$ cat config.mk
export PLATFORM = sky130hd
export DESIGN_NAME = des_round_function
export DESIGN_NICKNAME = d
export VERILOG_FILES = /design/src/rtl/core/desrf_pkg.sv /design/src/rtl/core/desrf_expand.sv /design/src/rtl/core/desrf_sbox.sv /design/src/rtl/core/desrf_permute.sv /design/src/rtl/core/des_round_function.sv
export VERILOG_INCLUDE_DIRS = /design/src /design/src/rtl/core
export SDC_FILE = /design/constraint.sdc
export NUM_CORES = 1
export LEC_CHECK = 0
export BUFFER_PORTS_ARGS = -buffer_cell sky130_fd_sc_hd__buf_2
export CORE_ASPECT_RATIO = 0.6
export CORE_MARGIN = 1
export CORE_UTILIZATION = 45
export DETAILED_ROUTE_END_ITERATION = 10
export MAX_ROUTING_LAYER = met4
export PLACE_DENSITY = 0.69
export SYNTH_ARGS = -nofsm -noshare
export SYNTH_HDL_FRONTEND = slang
export SYNTH_HIERARCHICAL = 1
export SYNTH_SLANG_ARGS = --single-unit
$ cat constraint.sdc
create_clock -name clk -period 6.4 [get_ports clk]
set_clock_uncertainty 0.05 [all_clocks]
set_input_delay 0.64 -clock clk [delete_from_list [all_inputs] [get_ports clk]]
set_output_delay 0.64 -clock clk [all_outputs]
set_load 0.05 [all_outputs]
$ cat src/rtl/core/des_round_function_defines.svh
// Assertion macros for the DES round function.
// Each macro samples on clk and is disabled while arst_n is low.
`ifndef DES_ROUND_FUNCTION_DEFINES_SVH
`define DES_ROUND_FUNCTION_DEFINES_SVH

// Same-cycle implication.
`define DESRF_ASSERT_IMP(label, ante, cons) \
	label: assert property (@(posedge clk) disable iff (!arst_n) (ante) |-> (cons)) \
		else $error("%m: implication check failed");

// Next-cycle implication.
`define DESRF_ASSERT_NEXT(label, ante, cons) \
	label: assert property (@(posedge clk) disable iff (!arst_n) (ante) |=> (cons)) \
		else $error("%m: next-cycle check failed");

`endif

$ cat src/rtl/core/desrf_pkg.sv
package desrf_pkg;

	localparam int unsigned IN_BITS  = 32;
	localparam int unsigned EXP_BITS = 48;
	localparam int unsigned BOXES    = 8;

	typedef logic [IN_BITS-1:0]  word_t;
	typedef logic [EXP_BITS-1:0] exp_word_t;

	// Expansion selection: entry i names the source bit (1 = MSB) of output bit i+1.
	localparam logic [5:0] E_SEL [0:EXP_BITS-1] = '{
		6'd32, 6'd1,  6'd2,  6'd3,  6'd4,  6'd5,  6'd4,  6'd5,  6'd6,  6'd7,  6'd8,  6'd9,
		6'd8,  6'd9,  6'd10, 6'd11, 6'd12, 6'd13, 6'd12, 6'd13, 6'd14, 6'd15, 6'd16, 6'd17,
		6'd16, 6'd17, 6'd18, 6'd19, 6'd20, 6'd21, 6'd20, 6'd21, 6'd22, 6'd23, 6'd24, 6'd25,
		6'd24, 6'd25, 6'd26, 6'd27, 6'd28, 6'd29, 6'd28, 6'd29, 6'd30, 6'd31, 6'd32, 6'd1
	};

	// Output permutation: entry i names the source bit (1 = MSB) of output bit i+1.
	localparam logic [5:0] P_SEL [0:IN_BITS-1] = '{
		6'd16, 6'd7,  6'd20, 6'd21, 6'd29, 6'd12, 6'd28, 6'd17,
		6'd1,  6'd15, 6'd23, 6'd26, 6'd5,  6'd18, 6'd31, 6'd10,
		6'd2,  6'd8,  6'd24, 6'd14, 6'd32, 6'd27, 6'd3,  6'd9,
		6'd19, 6'd13, 6'd30, 6'd6,  6'd22, 6'd11, 6'd4,  6'd25
	};

	// The eight standard substitution boxes, indexed [box][row][column].
	localparam logic [3:0] SBOX_TAB [0:BOXES-1][0:3][0:15] = '{
		'{ '{4'd14, 4'd4, 4'd13, 4'd1, 4'd2, 4'd15, 4'd11, 4'd8,
		     4'd3, 4'd10, 4'd6, 4'd12, 4'd5, 4'd9, 4'd0, 4'd7},
		   '{4'd0, 4'd15, 4'd7, 4'd4, 4'd14, 4'd2, 4'd13, 4'd1,
		     4'd10, 4'd6, 4'd12, 4'd11, 4'd9, 4'd5, 4'd3, 4'd8},
		   '{4'd4, 4'd1, 4'd14, 4'd8, 4'd13, 4'd6, 4'd2, 4'd11,
		     4'd15, 4'd12, 4'd9, 4'd7, 4'd3, 4'd10, 4'd5, 4'd0},
		   '{4'd15, 4'd12, 4'd8, 4'd2, 4'd4, 4'd9, 4'd1, 4'd7,
		     4'd5, 4'd11, 4'd3, 4'd14, 4'd10, 4'd0, 4'd6, 4'd13} },
		'{ '{4'd15, 4'd1, 4'd8, 4'd14, 4'd6, 4'd11, 4'd3, 4'd4,
		     4'd9, 4'd7, 4'd2, 4'd13, 4'd12, 4'd0, 4'd5, 4'd10},
		   '{4'd3, 4'd13, 4'd4, 4'd7, 4'd15, 4'd2, 4'd8, 4'd14,
		     4'd12, 4'd0, 4'd1, 4'd10, 4'd6, 4'd9, 4'd11, 4'd5},
		   '{4'd0, 4'd14, 4'd7, 4'd11, 4'd10, 4'd4, 4'd13, 4'd1,
		     4'd5, 4'd8, 4'd12, 4'd6, 4'd9, 4'd3, 4'd2, 4'd15},
		   '{4'd13, 4'd8, 4'd10, 4'd1, 4'd3, 4'd15, 4'd4, 4'd2,
		     4'd11, 4'd6, 4'd7, 4'd12, 4'd0, 4'd5, 4'd14, 4'd9} },
		'{ '{4'd10, 4'd0, 4'd9, 4'd14, 4'd6, 4'd3, 4'd15, 4'd5,
		     4'd1, 4'd13, 4'd12, 4'd7, 4'd11, 4'd4, 4'd2, 4'd8},
		   '{4'd13, 4'd7, 4'd0, 4'd9, 4'd3, 4'd4, 4'd6, 4'd10,
		     4'd2, 4'd8, 4'd5, 4'd14, 4'd12, 4'd11, 4'd15, 4'd1},
		   '{4'd13, 4'd6, 4'd4, 4'd9, 4'd8, 4'd15, 4'd3, 4'd0,
		     4'd11, 4'd1, 4'd2, 4'd12, 4'd5, 4'd10, 4'd14, 4'd7},
		   '{4'd1, 4'd10, 4'd13, 4'd0, 4'd6, 4'd9, 4'd8, 4'd7,
		     4'd4, 4'd15, 4'd14, 4'd3, 4'd11, 4'd5, 4'd2, 4'd12} },
		'{ '{4'd7, 4'd13, 4'd14, 4'd3, 4'd0, 4'd6, 4'd9, 4'd10,
		     4'd1, 4'd2, 4'd8, 4'd5, 4'd11, 4'd12, 4'd4, 4'd15},
		   '{4'd13, 4'd8, 4'd11, 4'd5, 4'd6, 4'd15, 4'd0, 4'd3,
		     4'd4, 4'd7, 4'd2, 4'd12, 4'd1, 4'd10, 4'd14, 4'd9},
		   '{4'd10, 4'd6, 4'd9, 4'd0, 4'd12, 4'd11, 4'd7, 4'd13,
		     4'd15, 4'd1, 4'd3, 4'd14, 4'd5, 4'd2, 4'd8, 4'd4},
		   '{4'd3, 4'd15, 4'd0, 4'd6, 4'd10, 4'd1, 4'd13, 4'd8,
		     4'd9, 4'd4, 4'd5, 4'd11, 4'd12, 4'd7, 4'd2, 4'd14} },
		'{ '{4'd2, 4'd12, 4'd4, 4'd1, 4'd7, 4'd10, 4'd11, 4'd6,
		     4'd8, 4'd5, 4'd3, 4'd15, 4'd13, 4'd0, 4'd14, 4'd9},
		   '{4'd14, 4'd11, 4'd2, 4'd12, 4'd4, 4'd7, 4'd13, 4'd1,
		     4'd5, 4'd0, 4'd15, 4'd10, 4'd3, 4'd9, 4'd8, 4'd6},
		   '{4'd4, 4'd2, 4'd1, 4'd11, 4'd10, 4'd13, 4'd7, 4'd8,
		     4'd15, 4'd9, 4'd12, 4'd5, 4'd6, 4'd3, 4'd0, 4'd14},
		   '{4'd11, 4'd8, 4'd12, 4'd7, 4'd1, 4'd14, 4'd2, 4'd13,
		     4'd6, 4'd15, 4'd0, 4'd9, 4'd10, 4'd4, 4'd5, 4'd3} },
		'{ '{4'd12, 4'd1, 4'd10, 4'd15, 4'd9, 4'd2, 4'd6, 4'd8,
		     4'd0, 4'd13, 4'd3, 4'd4, 4'd14, 4'd7, 4'd5, 4'd11},
		   '{4'd10, 4'd15, 4'd4, 4'd2, 4'd7, 4'd12, 4'd9, 4'd5,
		     4'd6, 4'd1, 4'd13, 4'd14, 4'd0, 4'd11, 4'd3, 4'd8},
		   '{4'd9, 4'd14, 4'd15, 4'd5, 4'd2, 4'd8, 4'd12, 4'd3,
		     4'd7, 4'd0, 4'd4, 4'd10, 4'd1, 4'd13, 4'd11, 4'd6},
		   '{4'd4, 4'd3, 4'd2, 4'd12, 4'd9, 4'd5, 4'd15, 4'd10,
		     4'd11, 4'd14, 4'd1, 4'd7, 4'd6, 4'd0, 4'd8, 4'd13} },
		'{ '{4'd4, 4'd11, 4'd2, 4'd14, 4'd15, 4'd0, 4'd8, 4'd13,
		     4'd3, 4'd12, 4'd9, 4'd7, 4'd5, 4'd10, 4'd6, 4'd1},
		   '{4'd13, 4'd0, 4'd11, 4'd7, 4'd4, 4'd9, 4'd1, 4'd10,
		     4'd14, 4'd3, 4'd5, 4'd12, 4'd2, 4'd15, 4'd8, 4'd6},
		   '{4'd1, 4'd4, 4'd11, 4'd13, 4'd12, 4'd3, 4'd7, 4'd14,
		     4'd10, 4'd15, 4'd6, 4'd8, 4'd0, 4'd5, 4'd9, 4'd2},
		   '{4'd6, 4'd11, 4'd13, 4'd8, 4'd1, 4'd4, 4'd10, 4'd7,
		     4'd9, 4'd5, 4'd0, 4'd15, 4'd14, 4'd2, 4'd3, 4'd12} },
		'{ '{4'd13, 4'd2, 4'd8, 4'd4, 4'd6, 4'd15, 4'd11, 4'd1,
		     4'd10, 4'd9, 4'd3, 4'd14, 4'd5, 4'd0, 4'd12, 4'd7},
		   '{4'd1, 4'd15, 4'd13, 4'd8, 4'd10, 4'd3, 4'd7, 4'd4,
		     4'd12, 4'd5, 4'd6, 4'd11, 4'd0, 4'd14, 4'd9, 4'd2},
		   '{4'd7, 4'd11, 4'd4, 4'd1, 4'd9, 4'd12, 4'd14, 4'd2,
		     4'd0, 4'd6, 4'd10, 4'd13, 4'd15, 4'd3, 4'd5, 4'd8},
		   '{4'd2, 4'd1, 4'd14, 4'd7, 4'd4, 4'd10, 4'd8, 4'd13,
		     4'd15, 4'd12, 4'd9, 4'd0, 4'd3, 4'd5, 4'd6, 4'd11} }
	};

	// E expansion of the right half; bit 1 is the MSB on both sides.
	function automatic exp_word_t expand(input word_t r);
		exp_word_t acc;
		acc = '0;
		for (int i = 0; i < EXP_BITS; i++) begin
			acc[EXP_BITS-1-i] = r[IN_BITS - int'(E_SEL[i])];
		end
		return acc;
	endfunction

	// Eight parallel S-box lookups; group 0 sits at the MSB end and feeds S1.
	function automatic word_t sbox_layer(input exp_word_t x);
		word_t      acc;
		logic [5:0] grp;
		logic [1:0] row;
		logic [3:0] col;
		acc = '0;
		for (int n = 0; n < BOXES; n++) begin
			grp = x[EXP_BITS-1-6*n -: 6];
			row = {grp[5], grp[0]};
			col = grp[4:1];
			acc[IN_BITS-1-4*n -: 4] = SBOX_TAB[n][row][col];
		end
		return acc;
	endfunction

	// P permutation of the S-box output word.
	function automatic word_t permute(input word_t s);
		word_t acc;
		acc = '0;
		for (int i = 0; i < IN_BITS; i++) begin
			acc[IN_BITS-1-i] = s[IN_BITS - int'(P_SEL[i])];
		end
		return acc;
	endfunction

endpackage

$ cat src/rtl/core/desrf_expand.sv
module desrf_expand (
	input  logic                     clk,
	input  logic                     arst_n,
	input  logic                     in_valid,
	input  desrf_pkg::word_t         right_half,
	input  desrf_pkg::exp_word_t     round_key,
	input  logic                     down_ready,
	output logic                     ready,
	output logic                     valid_s1,
	output desrf_pkg::exp_word_t     mixed_s1
);

	// The stage takes a new item when it is empty or its item moves on.
	assign ready = !valid_s1 || down_ready;

	// Stage valid bit.
	always_ff @(posedge clk or negedge arst_n) begin
		if (!arst_n) begin
			valid_s1 <= 1'b0;
		end else if (ready) begin
			valid_s1 <= in_valid;
		end
	end

	// Expand the right half and mix in the round key.
	always_ff @(posedge clk) begin
		if (ready && in_valid) begin
			mixed_s1 <= desrf_pkg::expand(right_half) ^ round_key;
		end
	end

endmodule

$ cat src/rtl/core/desrf_sbox.sv
module desrf_sbox (
	input  logic                     clk,
	input  logic                     arst_n,
	input  logic                     up_valid,
	input  desrf_pkg::exp_word_t     mixed,
	input  logic                     down_ready,
	output logic                     ready,
	output logic                     valid_s2,
	output desrf_pkg::word_t         subst_s2
);

	// The stage takes a new item when it is empty or its item moves on.
	assign ready = !valid_s2 || down_ready;

	// Stage valid bit.
	always_ff @(posedge clk or negedge arst_n) begin
		if (!arst_n) begin
			valid_s2 <= 1'b0;
		end else if (ready) begin
			valid_s2 <= up_valid;
		end
	end

	// Eight S-box lookups in parallel.
	always_ff @(posedge clk) begin
		if (ready && up_valid) begin
			subst_s2 <= desrf_pkg::sbox_layer(mixed);
		end
	end

endmodule

$ cat src/rtl/core/desrf_permute.sv
module desrf_permute (
	input  logic                     clk,
	input  logic                     arst_n,
	input  logic                     up_valid,
	input  desrf_pkg::word_t         subst,
	input  logic                     out_stall,
	output logic                     ready,
	output logic                     valid_s3,
	output desrf_pkg::word_t         f_value_s3
);

	// The output register frees up when it is empty or its item is taken.
	assign ready = !valid_s3 || !out_stall;

	// Output valid bit.
	always_ff @(posedge clk or negedge arst_n) begin
		if (!arst_n) begin
			valid_s3 <= 1'b0;
		end else if (ready) begin
			valid_s3 <= up_valid;
		end
	end

	// Apply the P permutation into the output register.
	always_ff @(posedge clk) begin
		if (ready && up_valid) begin
			f_value_s3 <= desrf_pkg::permute(subst);
		end
	end

endmodule

$ cat src/rtl/core/des_round_function.sv
// DES round function f(R, K) = P(S(E(R) xor K)).
//
// Input channel: in_valid / in_stall carry one item of right_half (32 bits)
// and round_key (48 bits). An item is taken at a clock edge with in_valid high
// and in_stall low.
// Output channel: out_valid / out_stall carry f_value (32 bits), one item per
// input item, in input order.
//
// Expansion and key mix, S-box lookup and permutation each end in a register.
// Throughput is one item per cycle while out_stall stays low; the three
// stages overlap fully.
// When the receiver raises out_stall, the output holds its item and value.
// Empty stages still fill behind it; in_stall rises only once all three
// stages hold items. No item is dropped or repeated.
// Reset (arst_n low) empties the pipeline; the block keeps no other state.
`include "des_round_function_defines.svh"

module des_round_function (
	input  logic                     clk,
	input  logic                     arst_n,
	input  logic                     in_valid,
	output logic                     in_stall,
	input  desrf_pkg::word_t         right_half,
	input  desrf_pkg::exp_word_t     round_key,
	output logic                     out_valid,
	input  logic                     out_stall,
	output desrf_pkg::word_t         f_value
);

	logic                 ready_1;
	logic                 ready_2;
	logic                 ready_3;
	logic                 valid_s1;
	logic                 valid_s2;
	desrf_pkg::exp_word_t mixed_s1;
	desrf_pkg::word_t     subst_s2;

	// Stage one: expansion and key mix.
	desrf_expand u_expand (
		.clk        (clk),
		.arst_n     (arst_n),
		.in_valid   (in_valid),
		.right_half (right_half),
		.round_key  (round_key),
		.down_ready (ready_2),
		.ready      (ready_1),
		.valid_s1   (valid_s1),
		.mixed_s1   (mixed_s1)
	);

	// Stage two: substitution.
	desrf_sbox u_sbox (
		.clk        (clk),
		.arst_n     (arst_n),
		.up_valid   (valid_s1),
		.mixed      (mixed_s1),
		.down_ready (ready_3),
		.ready      (ready_2),
		.valid_s2   (valid_s2),
		.subst_s2   (subst_s2)
	);

	// Stage three: permutation into the output register.
	desrf_permute u_permute (
		.clk        (clk),
		.arst_n     (arst_n),
		.up_valid   (valid_s2),
		.subst      (subst_s2),
		.out_stall  (out_stall),
		.ready      (ready_3),
		.valid_s3   (out_valid),
		.f_value_s3 (f_value)
	);

	assign in_stall = !ready_1;

	// The input stalls only when every stage is full and the output is held.
	`DESRF_ASSERT_IMP(a_stall_only_when_full, in_stall,
		valid_s1 && valid_s2 && out_valid && out_stall)

	// An accepted item always lands in stage one.
	`DESRF_ASSERT_NEXT(a_accept_fills_s1, in_valid && !in_stall, valid_s1)

	// A stage-two item moves to the output whenever the output is free.
	`DESRF_ASSERT_NEXT(a_s2_advances, valid_s2 && (!out_valid || !out_stall), out_valid)

	// A stage-one item never vanishes: it either stays or moves to stage two.
	`DESRF_ASSERT_NEXT(a_s1_kept, valid_s1, valid_s1 || valid_s2)

endmodule
# ---- Yosys cells after proc, flatten, opt, wreduce, memory -nomap -nowiden
# Cells that the tools add are included.
dict set report word_totals {
  ff_bits 115
  in_bits 84
  output_inout_bits 34
  wordCells 98
}
dict set report classes {
  magnitude_cmp 16
  mux 48
  bitwise_logic 17
  n_reduce_logical 11
}
# cell n
set op_table {}
lappend op_table {{64-bit binary-select mux with 2-bit select} 8}
lappend op_table {{64-bit two-way mux} 16}
lappend op_table {{4-bit binary-select mux with 4-bit select} 8}
lappend op_table {{4-bit two-way mux} 16}
lappend op_table {{48-bit bitwise XOR} 1}
lappend op_table {{5-bit greater-or-equal comparator, second input constant} 8}
lappend op_table {{4-bit NOT with 5-bit output} 8}
lappend op_table {{3-bit greater-or-equal comparator, second input constant} 8}
lappend op_table {{2-bit NOT with 3-bit output} 8}
lappend op_table {{1-bit logical NOT} 5}
lappend op_table {{1-bit logical AND} 3}
lappend op_table {{1-bit logical OR} 3}

# ---- Depth between registers and ports, before layout
# Gate-level depths: netlist of the first run.
dict set report depth {
  depth_word 7
  ltp_mapped 8
}

# ---- By module
# Netlist of the first run, hierarchy kept.
# mod n_inst cells_each area_per_inst_um2
set by_module_without_submodules {}
lappend by_module_without_submodules {desrf_sbox 1 693 6040.8}
lappend by_module_without_submodules {desrf_expand 1 100 1915.6}
lappend by_module_without_submodules {desrf_permute 1 36 1008.5}
lappend by_module_without_submodules {des_round_function 1 1 3.8}

# ---- Worst setup path before layout of the first run
# Ideal clock, no wire load.
dict set report synth_timing {
  path_type {reg-to-reg}
  start {reg u_expand.mixed_s1[17]}
  end {reg u_sbox.subst_s2[11] (data pin)}
  setup_time_ns 0.272
  t_arrival_ns 2.097
  slack_ns 3.981
  path_stages_with_launch 7
  synth_period_minus_slack_ns 2.419
  path_cell_list {edfxtp_1 > clkbuf_1 > inv_1 > ha_1 > buf_2 > mux4_2 > mux4_2}
}
dict set report synth_between {
  elab_chain_len 7
}
# element line
set synth_lines {}
lappend synth_lines {{from (decl)} desrf_expand.sv:10} ;# output desrf_pkg::exp_word_t mixed_s1
lappend synth_lines {{from (signal assigned)} desrf_expand.sv:28} ;# mixed_s1 <= desrf_pkg::expand(right_half) ^ round_key;
lappend synth_lines {{2-bit NOT with 3-bit output (not written as such)} desrf_pkg.sv:115} ;# acc[IN_BITS-1-4*n -: 4] = SBOX_TAB[n][row][col];
lappend synth_lines {{64-bit binary-select mux with 2-bit select} desrf_pkg.sv:115}
lappend synth_lines {{64-bit two-way mux (not written as such) (2 in a row)} desrf_pkg.sv:115}
lappend synth_lines {{4-bit binary-select mux with 4-bit select} desrf_pkg.sv:115}
lappend synth_lines {{4-bit two-way mux (not written as such) (2 in a row)} desrf_pkg.sv:115}
lappend synth_lines {{to (signal assigned)} desrf_sbox.sv:27} ;# subst_s2 <= desrf_pkg::sbox_layer(mixed);
lappend synth_lines {{to (decl)} desrf_sbox.sv:9} ;# output desrf_pkg::word_t subst_s2
# No other way between the ends. The select of a mux whose other input is x is not followed.
# A chain may end at the register's enable or synchronous reset.

# ---- Worst setup path in the final report of the first run
dict set report layout_timing {
  start {reg u_expand.mixed_s1[29]}
  end {reg u_sbox.subst_s2[18] (data pin)}
}
# The elaborated chain is that of the path after synthesis.

==> out/qor.yml, run 1 <==
rsz0062_at_grt: "false"
leakage_uw: 0.004144
cts_root_buf: "clkbuf_16"
clock-sinks: 115
worstPathRequired_ps: 6510
max-cap-violations: 0
worstPathArrival_ps: 2690
drive_above_1_share_pct: 22.56
antenna_left: 0
fin_crit_sh_pct: 40.29
synth_cell_types: 71
clock_path_buffers: 2
path_clk_slew_ps: 60
vias: 6857
worst_skew_pair.late_latency_ps: 420
cp_max_fo: 14
grt_first_pass_wirelength_mm: 31.86
crit_path_start_kind: "register"
place_hpwl_mm: 13.37
grt_pass1_vias: 6036
start_util_pct: 46.53
nets: 1056
endpoint_kind: "register"
critPathMaxStageDelay_ps: 670
antenna_found_initial: 0
diodes: 0
final.min_clock_period_ps: 2579
fin_setup_tns_ps: 0
final_cells: 1188
hp-class: "register to register"
maxSlewHeadroom_pct: 32.44
ir_worst_vdd_uv: 189.4
grt_max_degree: 49
die_w_um: 184.3
first_pass_iters: 8
synth_top_area_share_pct: 37.50
fp.dieH_um: 111.4
core_area_um2: 19270
timing.final.max_slew_violations: 0
power.total_uw: 2745
hold_viol: 0
wirelength_mm: 20.05
layout_common_cells: "buf_2 (117), edfxtp_1 (112), ha_1 (63)"
dieArea_um2: 20520
wl_per_cell_um: 16.88
worst_pin_slew_ps: 1013
viasPerCell: 5.772
drtIter0Drc: 866
num_io_pins: 118
yosysSeqAreaShare_pct: 38.34
synth_warnings: 6
final_common_cell: "buf_2"
synth-edff-count: 112
powerDensity_nw_per_um2: 269.6
async_flop_share_pct: 2.609
place_inst: 1155
setup_viol: 0
grt_usage_pct: 20.67
routabilityCongestion: 0.9067
synth.net_count: 977
ys.flop_type: "edfxtp_1"
path_cells: "inv_2, ha_1, and2b_1, nand3b_1, o21ai_0, mux4_2"
netlist_area_um2: 8969
outcome: "finished, final reports clean"
grt_overflow_total: 0
yosys-top-cells-area: "edfxtp_1 (38%), mux4_2 (9.5%), ha_1 (8.8%), xor2_1 (5.6%), mux2i_1 (3.7%)"
synth_cells: 830
cts_made_buffers: 17
fmax_ghz: 0.3878
drc_errors: 0
synth-seq-cells: 115
crit_type: "register to register"
post_cts_resized: 0
cts_max_level: 4
slowest_stage: "edfxtp_1"
io_buffers: 117
row_count: 39
synth_top_area_cell: "edfxtp_1"
syn2layout_area_growth_pct: 13.52
cts_tree: "done"
n_fill_cell: 1686
syn_avg_cell_area_um2: 10.81
where the power goes:
part / total (µW) / switching [µW] / internal (µW) / leakage, µW
logic: 702 / 394 / 308 / 0.00275
registers: 1090 / 129 / 961 / 0.00111
clock network: 952 / 362 / 590 / 0.000275
sequential cells by signal (all words and copies together), names as in the netlist:
name,flops
u_permute/f_value_s3,32
u_permute/valid_s3,1
u_expand/mixed_s1,48
u_sbox/subst_s2,32
u_sbox/valid_s2,1
u_expand/valid_s1,1
worst paths after layout:
kind                                             from                  endpoint  slack, ps  cells past startpoint
worst max-delay path            u_expand/mixed_s1[29]       u_sbox/subst_s2[18]       3820                      6
worst min-delay path              u_sbox/subst_s2[17]  u_permute/f_value_s3[22]        360                      0
worst max register to register  u_expand/mixed_s1[29]       u_sbox/subst_s2[18]       3820                      6
worst min register to register    u_sbox/subst_s2[17]  u_permute/f_value_s3[22]        360                      0
max in group asynchronous                      arst_n        u_permute/valid_s3       5670                      2
min in group asynchronous                      arst_n         u_expand/valid_s1        510                      2
cells by family after synthesis:
kind of cell | count (synthesis) | synth area share [%]
XOR/XNOR | 64 | 6.250
AND/OR/NAND/NOR | 190 | 10.99
flip-flops | 115 | 38.34
buffers and inverters | 109 | 5.692
adder cells (fa/ha/maj) | 63 | 8.789
AO/OA/AOI/OAI | 212 | 15.79
multiplexers | 77 | 14.15
cell usage after synthesis, types with 7 or more instances:
library cell / n
a21o_1: 9
nand3b_1: 8
nor2b_1: 18
ha_1: 63
buf_2: 24
o21ai_0: 50
xnor2_1: 7
o211ai_1: 8
nand2b_1: 25
inv_1: 46
nand2_1: 39
a211oi_1: 16
buf_4: 15
xor2_1: 57
edfxtp_1: 112
nor3_1: 13
a31oi_1: 13
o31ai_1: 10
mux2i_1: 33
clkbuf_1: 16
mux4_2: 38
a21oi_1: 44
nor2_1: 51
critical path: cells and delay by family, from the launching register on:
family          cells  cell delay, ps
flops               1             670
mux                 1             470
fa+ha+maj           1             450
compound gates      1              90
simple gates        2             450
buf+inv             1             150
metal layers:
layer	up-vias	GRT usage, %	wire, µm
li1	3251	-	-
met1	3286	30.72	9884
met2	296	26.97	8431
met3	24	4.907	1411
met4	0	7.222	325
met5	-	-	0
cell type report:
class                           instances  area, µm²  share of cell area, %
Clock buffer                           19      452.9                  4.449
Timing Repair Buffer                  120      610.6                  5.997
Multi-Input combinational cell        606       5029                  49.39
Sequential cell                       115       3438                  33.77
Inverter                               49      183.9                  1.807
Tap cell                              266      332.8                  3.269
Clock inverter                         13      133.9                  1.315
stage by stage:
step,utilization [%],cell area (µm²),setup WS (ps),hold WS [ps]
after global placement,49.72,9584,3922,350.5
after floorplan,-,8969,3981,294.4
after CTS,52.82,10180,3858,364.3
after global routing,52.82,10180,3623,372.7
final,52.82,10180,3821,362.5
after detailed placement,49.72,9584,3873,355.4
repair_timing:
item | CTS | global route
endpoints found under the hold margin | 3 | 0
hold buffers | 1 | 0
buffers inserted | 0 | 0
No activity file was read; power rests on OpenSTA's default activity.
==> run 2: changes to the inputs <==
ABC_AREA = 1   (was default)
clock period = 2.47 ns   (was 6.4 ns; I/O delays follow)
==> run 2 against run 1 <==
  * Worst setup slack got worse by 3300 ps
  * Maximum frequency rose by 30%
  * Count of clock-buffer cells in the layout rose by 1
  * Sequential share of layout area fell by 1.0 points
  * Clock power rose to 2.6 times the previous value
  * Worst hold slack got worse by 310 ps
  * Register-to-register slack got worse by 3300 ps
  * Critical path type unchanged
==> out/qor.yml, run 2 <==
outcome: "finished, final reports clean"
synth_most_common_cell: "nand2_1"
synth.net_count: 1488
first_pass_iters: 6
place_inst: 1693
timing.final.max_slew_violations: 0
dp_slack_ps: 528.4
max-cap-violations: 0
num_io_pins: 118
crit_path_start_kind: "register"
antenna_found_initial: 0
yosys-top-cells-area: "edfxtp_1 (36%), nand2_1 (23%), nand3_1 (15%), ha_1 (8.5%), inv_1 (6.3%)"
path_clk_slew_ps: 50
ir_worst_vdd_uv: 505.0
dieArea_um2: 21100
maxSlewHeadroom_pct: 61.81
clock_path_buffers: 2
routabilityCongestion: 0.9808
cts_max_level: 4
worst_skew_pair.late_latency_ps: 420
leakage_uw: 0.005606
place_area_um2: 9911
post-route-util_pct: 52.35
clock-sinks: 115
grt_usage_pct: 22.49
async_flop_share_pct: 2.609
nets: 1588
synth_top_area_share_pct: 36.45
design_area_um2: 10510
powerDensity_nw_per_um2: 651.3
grt_first_pass_wirelength_mm: 37.02
final_common_cell: "nand2_1"
layout_common_cells: "nand2_1 (562), nand3_1 (279), inv_1 (156)"
worst_pin_slew_ps: 572.8
antenna_left: 0
largest-register: "u_expand/mixed_s1"
drive_above_1_share_pct: 12.38
synth-seq-cells: 115
wl_per_cell_um: 13.12
final.min_clock_period_ps: 1979
worstPathArrival_ps: 2100
io_buffers: 117
yosysSeqAreaShare_pct: 37.27
worstPathRequired_ps: 2590
holdBufCountCts: 2
grt_pass1_vias: 7484
drc_errors: 0
syn2layout_area_growth_pct: 13.87
largest_reg_flops: 48
top_regs: "u_expand/mixed_s1 (48), u_permute/f_value_s3 (32), u_sbox/subst_s2 (32)"
rsz0062_at_grt: "false"
synth_cells: 1341
row_count: 40
reg2reg_depth: 10
drtIter0Drc: 1123
fin_setup_tns_ps: 0
cts_root_buf: "clkbuf_16"
setup_viol: 0
synth_top_area_cell: "edfxtp_1"
hp-class: "input pin to register"
cts_tree: "done"
crit_type: "register to register"
ys.flop_type: "edfxtp_1"
vias: 8900
start_util_pct: 45.97
hold_viol: 0
grt_max_degree: 49
synthTopCellsByCount: "nand2_1 (562), nand3_1 (279), inv_1 (156), edfxtp_1 (112), ha_1 (63)"
netlist_area_um2: 9226
hold_depth: 3
fp.dieH_um: 112.9
endpoint_kind: "register"
syn_avg_cell_area_um2: 6.880
post_cts_resized: 0
fmax_ghz: 0.5054
fin_crit_sh_pct: 80.11
die_w_um: 186.9
diodes: 0
synth_cell_types: 25
post_cts_buffers: 0
core_area_um2: 20070
synth-edff-count: 112
cts_made_buffers: 17
wirelength_mm: 22.66
final_cells: 1727
grt_overflow_total: 0
place_hpwl_mm: 15.93
worst_slack_ps: 491.2
synth_warnings: 6
cp_max_fo: 8
viasPerCell: 5.153
run 2: cell count changes after synthesis, sizes merged, moves of 13 or more:
| cell | before | now |
|---|---|---|
| o21ai | 51 | 14 |
| nand2b | 26 | 0 |
| nand2 | 39 | 568 |
| a211oi | 16 | 0 |
| xor2 | 57 | 0 |
| mux2i | 33 | 0 |
| mux4 | 39 | 0 |
| a31oi | 13 | 0 |
| inv | 49 | 169 |
| nand3 | 5 | 280 |
| a21oi | 44 | 14 |
| nor3 | 13 | 0 |
| nor2b | 19 | 0 |
run 2: logic make-up (layout without fill, tap and decap cells):
| logic type | after synthesis | in the layout | share of synthesized area [%] |
|---|---|---|---|
| adder cells (fa/ha/maj) | 63 | 63 | 8.544 |
| AND/OR/NAND/NOR | 914 | 914 | 41.36 |
| AO/OA/AOI/OAI | 31 | 31 | 1.844 |
| buffers and inverters | 218 | 331 | 10.98 |
| flip-flops | 115 | 115 | 37.27 |
run 2: final timing paths:
kind / from / slack, ps / endpoint
max in group asynchronous: arst_n / 2160 / u_sbox/valid_s2
hold / removal: out_stall / 50 / u_permute/valid_s3
setup reg to reg: u_expand/mixed_s1[23] / 490 / u_sbox/subst_s2[15]
hold reg to reg: u_sbox/subst_s2[10] / 360 / u_permute/f_value_s3[3]
setup / recovery: u_expand/mixed_s1[23] / 490 / u_sbox/subst_s2[15]
min in group asynchronous: arst_n / 100 / u_expand/valid_s1
run 2: area by class of cell:
class | instances | area [µm²]
clock buffers | 20 | 436.7
multi-input cells | 1008 | 4808
well taps | 273 | 341.6
inverters | 169 | 641.9
fillers | 1916 | 9563
repair buffers | 130 | 700.7
flip-flops and latches | 115 | 3438
clock inverters | 12 | 138.9
run 2: critical path, cell delays in order, from the launching register on:
cell and delay, ps:
edfxtp_1 520, inv_1 260, ha_1 310, inv_1 60, nand2_1 110, nand3_1 110
nand2_1 70, nand2_1 60, nand2_1 60, nand2_1 60, nand2_1 50
run 2: stage by stage:
| stage | hold WS, ps | total power (µW) |
|---|---|---|
| 3_5_place_dp | -1.412 | 4378 |
| 6_report | 48.57 | 6843 |
| 3_3_place_gp | -0.9313 | 4387 |
| 2_1_floorplan | -98.59 | 3954 |
| 5_1_grt | 34.54 | 7215 |
| 4_1_cts | 33.91 | 6863 |
run 2: metal layers:
metal	vias to the layer above	global-route usage, %	part of all wire, %
met5	-	-	0
met4	0	5.956	1.1
met3	23	5.986	9.5
met2	452	30.07	40
met1	3932	32.92	50
li1	4493	-	-
run 2: report_power, final:
group | internal, µW | switching, µW | total [µW]
logic | 547 | 1210 | 1760
clock network | 1570 | 890 | 2460
registers | 2440 | 184 | 2620
==> run 3: changes to the inputs <==
ABC_AREA = 0   (was 1)
PLACE_DENSITY = 0.71   (was 0.69)
clock period = 1.8 ns   (was 2.47 ns; I/O delays follow)
==> run 3 against run 2 <==
  * The flow now finishes with violations (negative setup slack)
  * Final area increased by 23%
  * Maximum frequency decreased by 6.4%
  * Worst hold slack got worse by 36 ps
  * Routed wire length increased by 9.4%
  * Sequential power increased by 39%
  * Final cell count decreased by 18%
  * Register-to-register slack got worse by 810 ps
  * Count of clock-buffer cells in the layout decreased by 3
  * Combinational power increased by 120%
  * Largest power group is now combinational cells
  * Highest routed layer unchanged
==> out/qor.yml, run 3 (synthesized netlist as in run 1, its figures left out) <==
largest-register: "u_expand/mixed_s1"
endpoint_kind: "register"
viasPerCell: 5.510
critPathTopFamily: "multiplexers"
grt_usage_pct: 25.51
hp-class: "input pin to register"
worst_pin_slew_ps: 558.8
power.total_uw: 11080
outcome: "finished, violations left"
vias: 7763
ir_worst_vdd_uv: 600.9
row_count: 39
whs_ps: 12.45
cts_made_buffers: 17
grt_overflow_total: 0
cts_tree: "done"
antenna_found_initial: 0
cts_max_level: 4
fmax_ghz: 0.4730
cp_max_fo: 7
path_cells: "inv_4, ha_4, mux4_2, mux4_2"
rsz0062_at_grt: "true"
wl_per_cell_um: 17.59
layout_common_cells: "buf_4 (136), buf_2 (116), edfxtp_1 (112)"
crit_type: "register to register"
hold_depth: 2
wirelength_mm: 24.78
drc_errors: 0
clock_path_buffers: 2
core_area_um2: 19270
slowest_stage: "edfxtp_1"
maxSlewHeadroom_pct: 62.75
final_common_cell: "buf_4"
reg2reg_depth: 4
crit_path_start_kind: "register"
worstPathArrival_ps: 2230
worst_slack_ps: -314.4
p_clk_share_pct: 31.6
drive_above_1_share_pct: 43.39
largest_reg_flops: 48
start_util_pct: 46.53
die_w_um: 184.3
cpMostUsedCell: "mux4_2"
cp.depth: 4
num_io_pins: 118
routabilityCongestion: 0.9183
path_clk_slew_ps: 70
diodes: 0
first_pass_iters: 5
hold_viol: 0
top_regs: "u_expand/mixed_s1 (48), u_permute/f_value_s3 (32), u_sbox/subst_s2 (32)"
nets: 1277
grt_first_pass_wirelength_mm: 39.21
grt_max_degree: 33
worst_skew_pair.late_latency_ps: 430
powerDensity_nw_per_um2: 855.5
grt_pass1_vias: 7562
max-cap-violations: 0
fp.dieH_um: 111.4
seq_power_share_pct: 32.9
setup_viol: 31
p_sw_uw: 3680
place_hpwl_mm: 17.01
syn2layout_area_growth_pct: 44.42
io_buffers: 117
clock-sinks: 115
critPathMaxStageDelay_ps: 500
cp.buffers_inverters: 1
timing.final.max_slew_violations: 0
violations: "negative setup slack"
p_int_uw: 7401
swShare_pct: 33.21
dieArea_um2: 20520
combPwrFrac_pct: 35.5
antenna_left: 0
worstPathRequired_ps: 1920
fin_crit_sh_pct: 117.5
drtIter0Drc: 740
leakage_uw: 0.005326
cts_root_buf: "clkbuf_16"
final.min_clock_period_ps: 2114
-- run 3: cell count changes in the layout (fill, tap and decap cells not counted), moves of 31 or more --
cell and change:
buf_4 +126, buf_6 +31, dlygate4sd3_1 +41, ha_1 -39
inv_1 -130, mux4_2 +39, nand2_1 -525, nand3_1 -274
xor2_1 +57
-- run 3: worst reg2reg max path, cell delays in order (launching register included) --
cell and delay, ps:
edfxtp_1 500, inv_4 150, ha_4 240, mux4_2 460, mux4_2 460
-- run 3: layout make-up --
type	count	area, µm²
Inverter	49	221.5
Timing Repair Buffer	341	2681
Multi-Input combinational cell	606	5679
Clock inverter	15	172.7
Fill cell	1431	6322
Sequential cell	115	3440
Tap cell	266	332.8
Clock buffer	17	425.4
-- run 3: power by group through the flow --
stage               Sequential (µW)  Clock [µW]  Combinational, µW
floorplan                      3960           0               2000
global placement               3680           0               3430
detailed placement             3690           0               3480
CTS                            3640        3550               3770
global route                   3680        3670               4210
finish                         3640        3500               3940
-- run 3: worst paths after layout --
path,startpoint,to,slack (ps)
max,u_expand/mixed_s1[18],u_sbox/subst_s2[15],-310
max in group asynchronous,arst_n,u_permute/valid_s3,1540
min,round_key[25],u_expand/mixed_s1[25],10
min in group asynchronous,arst_n,u_sbox/valid_s2,40
max reg2reg,u_expand/mixed_s1[18],u_sbox/subst_s2[15],-310
min reg2reg,u_sbox/subst_s2[10],u_permute/f_value_s3[3],370
-- run 3: layer usage --
layer	global-route usage [%]	part of all wire, %	vias to the layer above
li1	-	-	3714
met4	8.056	1.5	0
met2	35.78	44	302
met3	4.841	7.5	26
met1	37.00	47	3721
met5	-	0	-
-- run 3: through the flow --
step | area [µm²] | std cells | util (%) | worst slack [ps] | TNS [ps]
after floorplan | 9331 | 830 | - | -396.4 | -5777
after global placement | 11260 | 1315 | 58.40 | -279.6 | -5949
after detailed placement | 11260 | 1315 | 58.40 | -323.6 | -6971
after CTS | 12770 | 1407 | 66.24 | -296.2 | -6019
after global routing | 12950 | 1409 | 67.20 | -343.5 | -8364
final | 12950 | 1409 | 67.20 | -314.4 | -6268
-- run 3: repair_timing --
item,4_1_cts,5_1_grt
endpoints found under the hold margin,35,0
resized for setup,86,46
buffers inserted,17,2
hold buffers,43,0
setup endpoints to repair,33,33
pin swaps,23,14
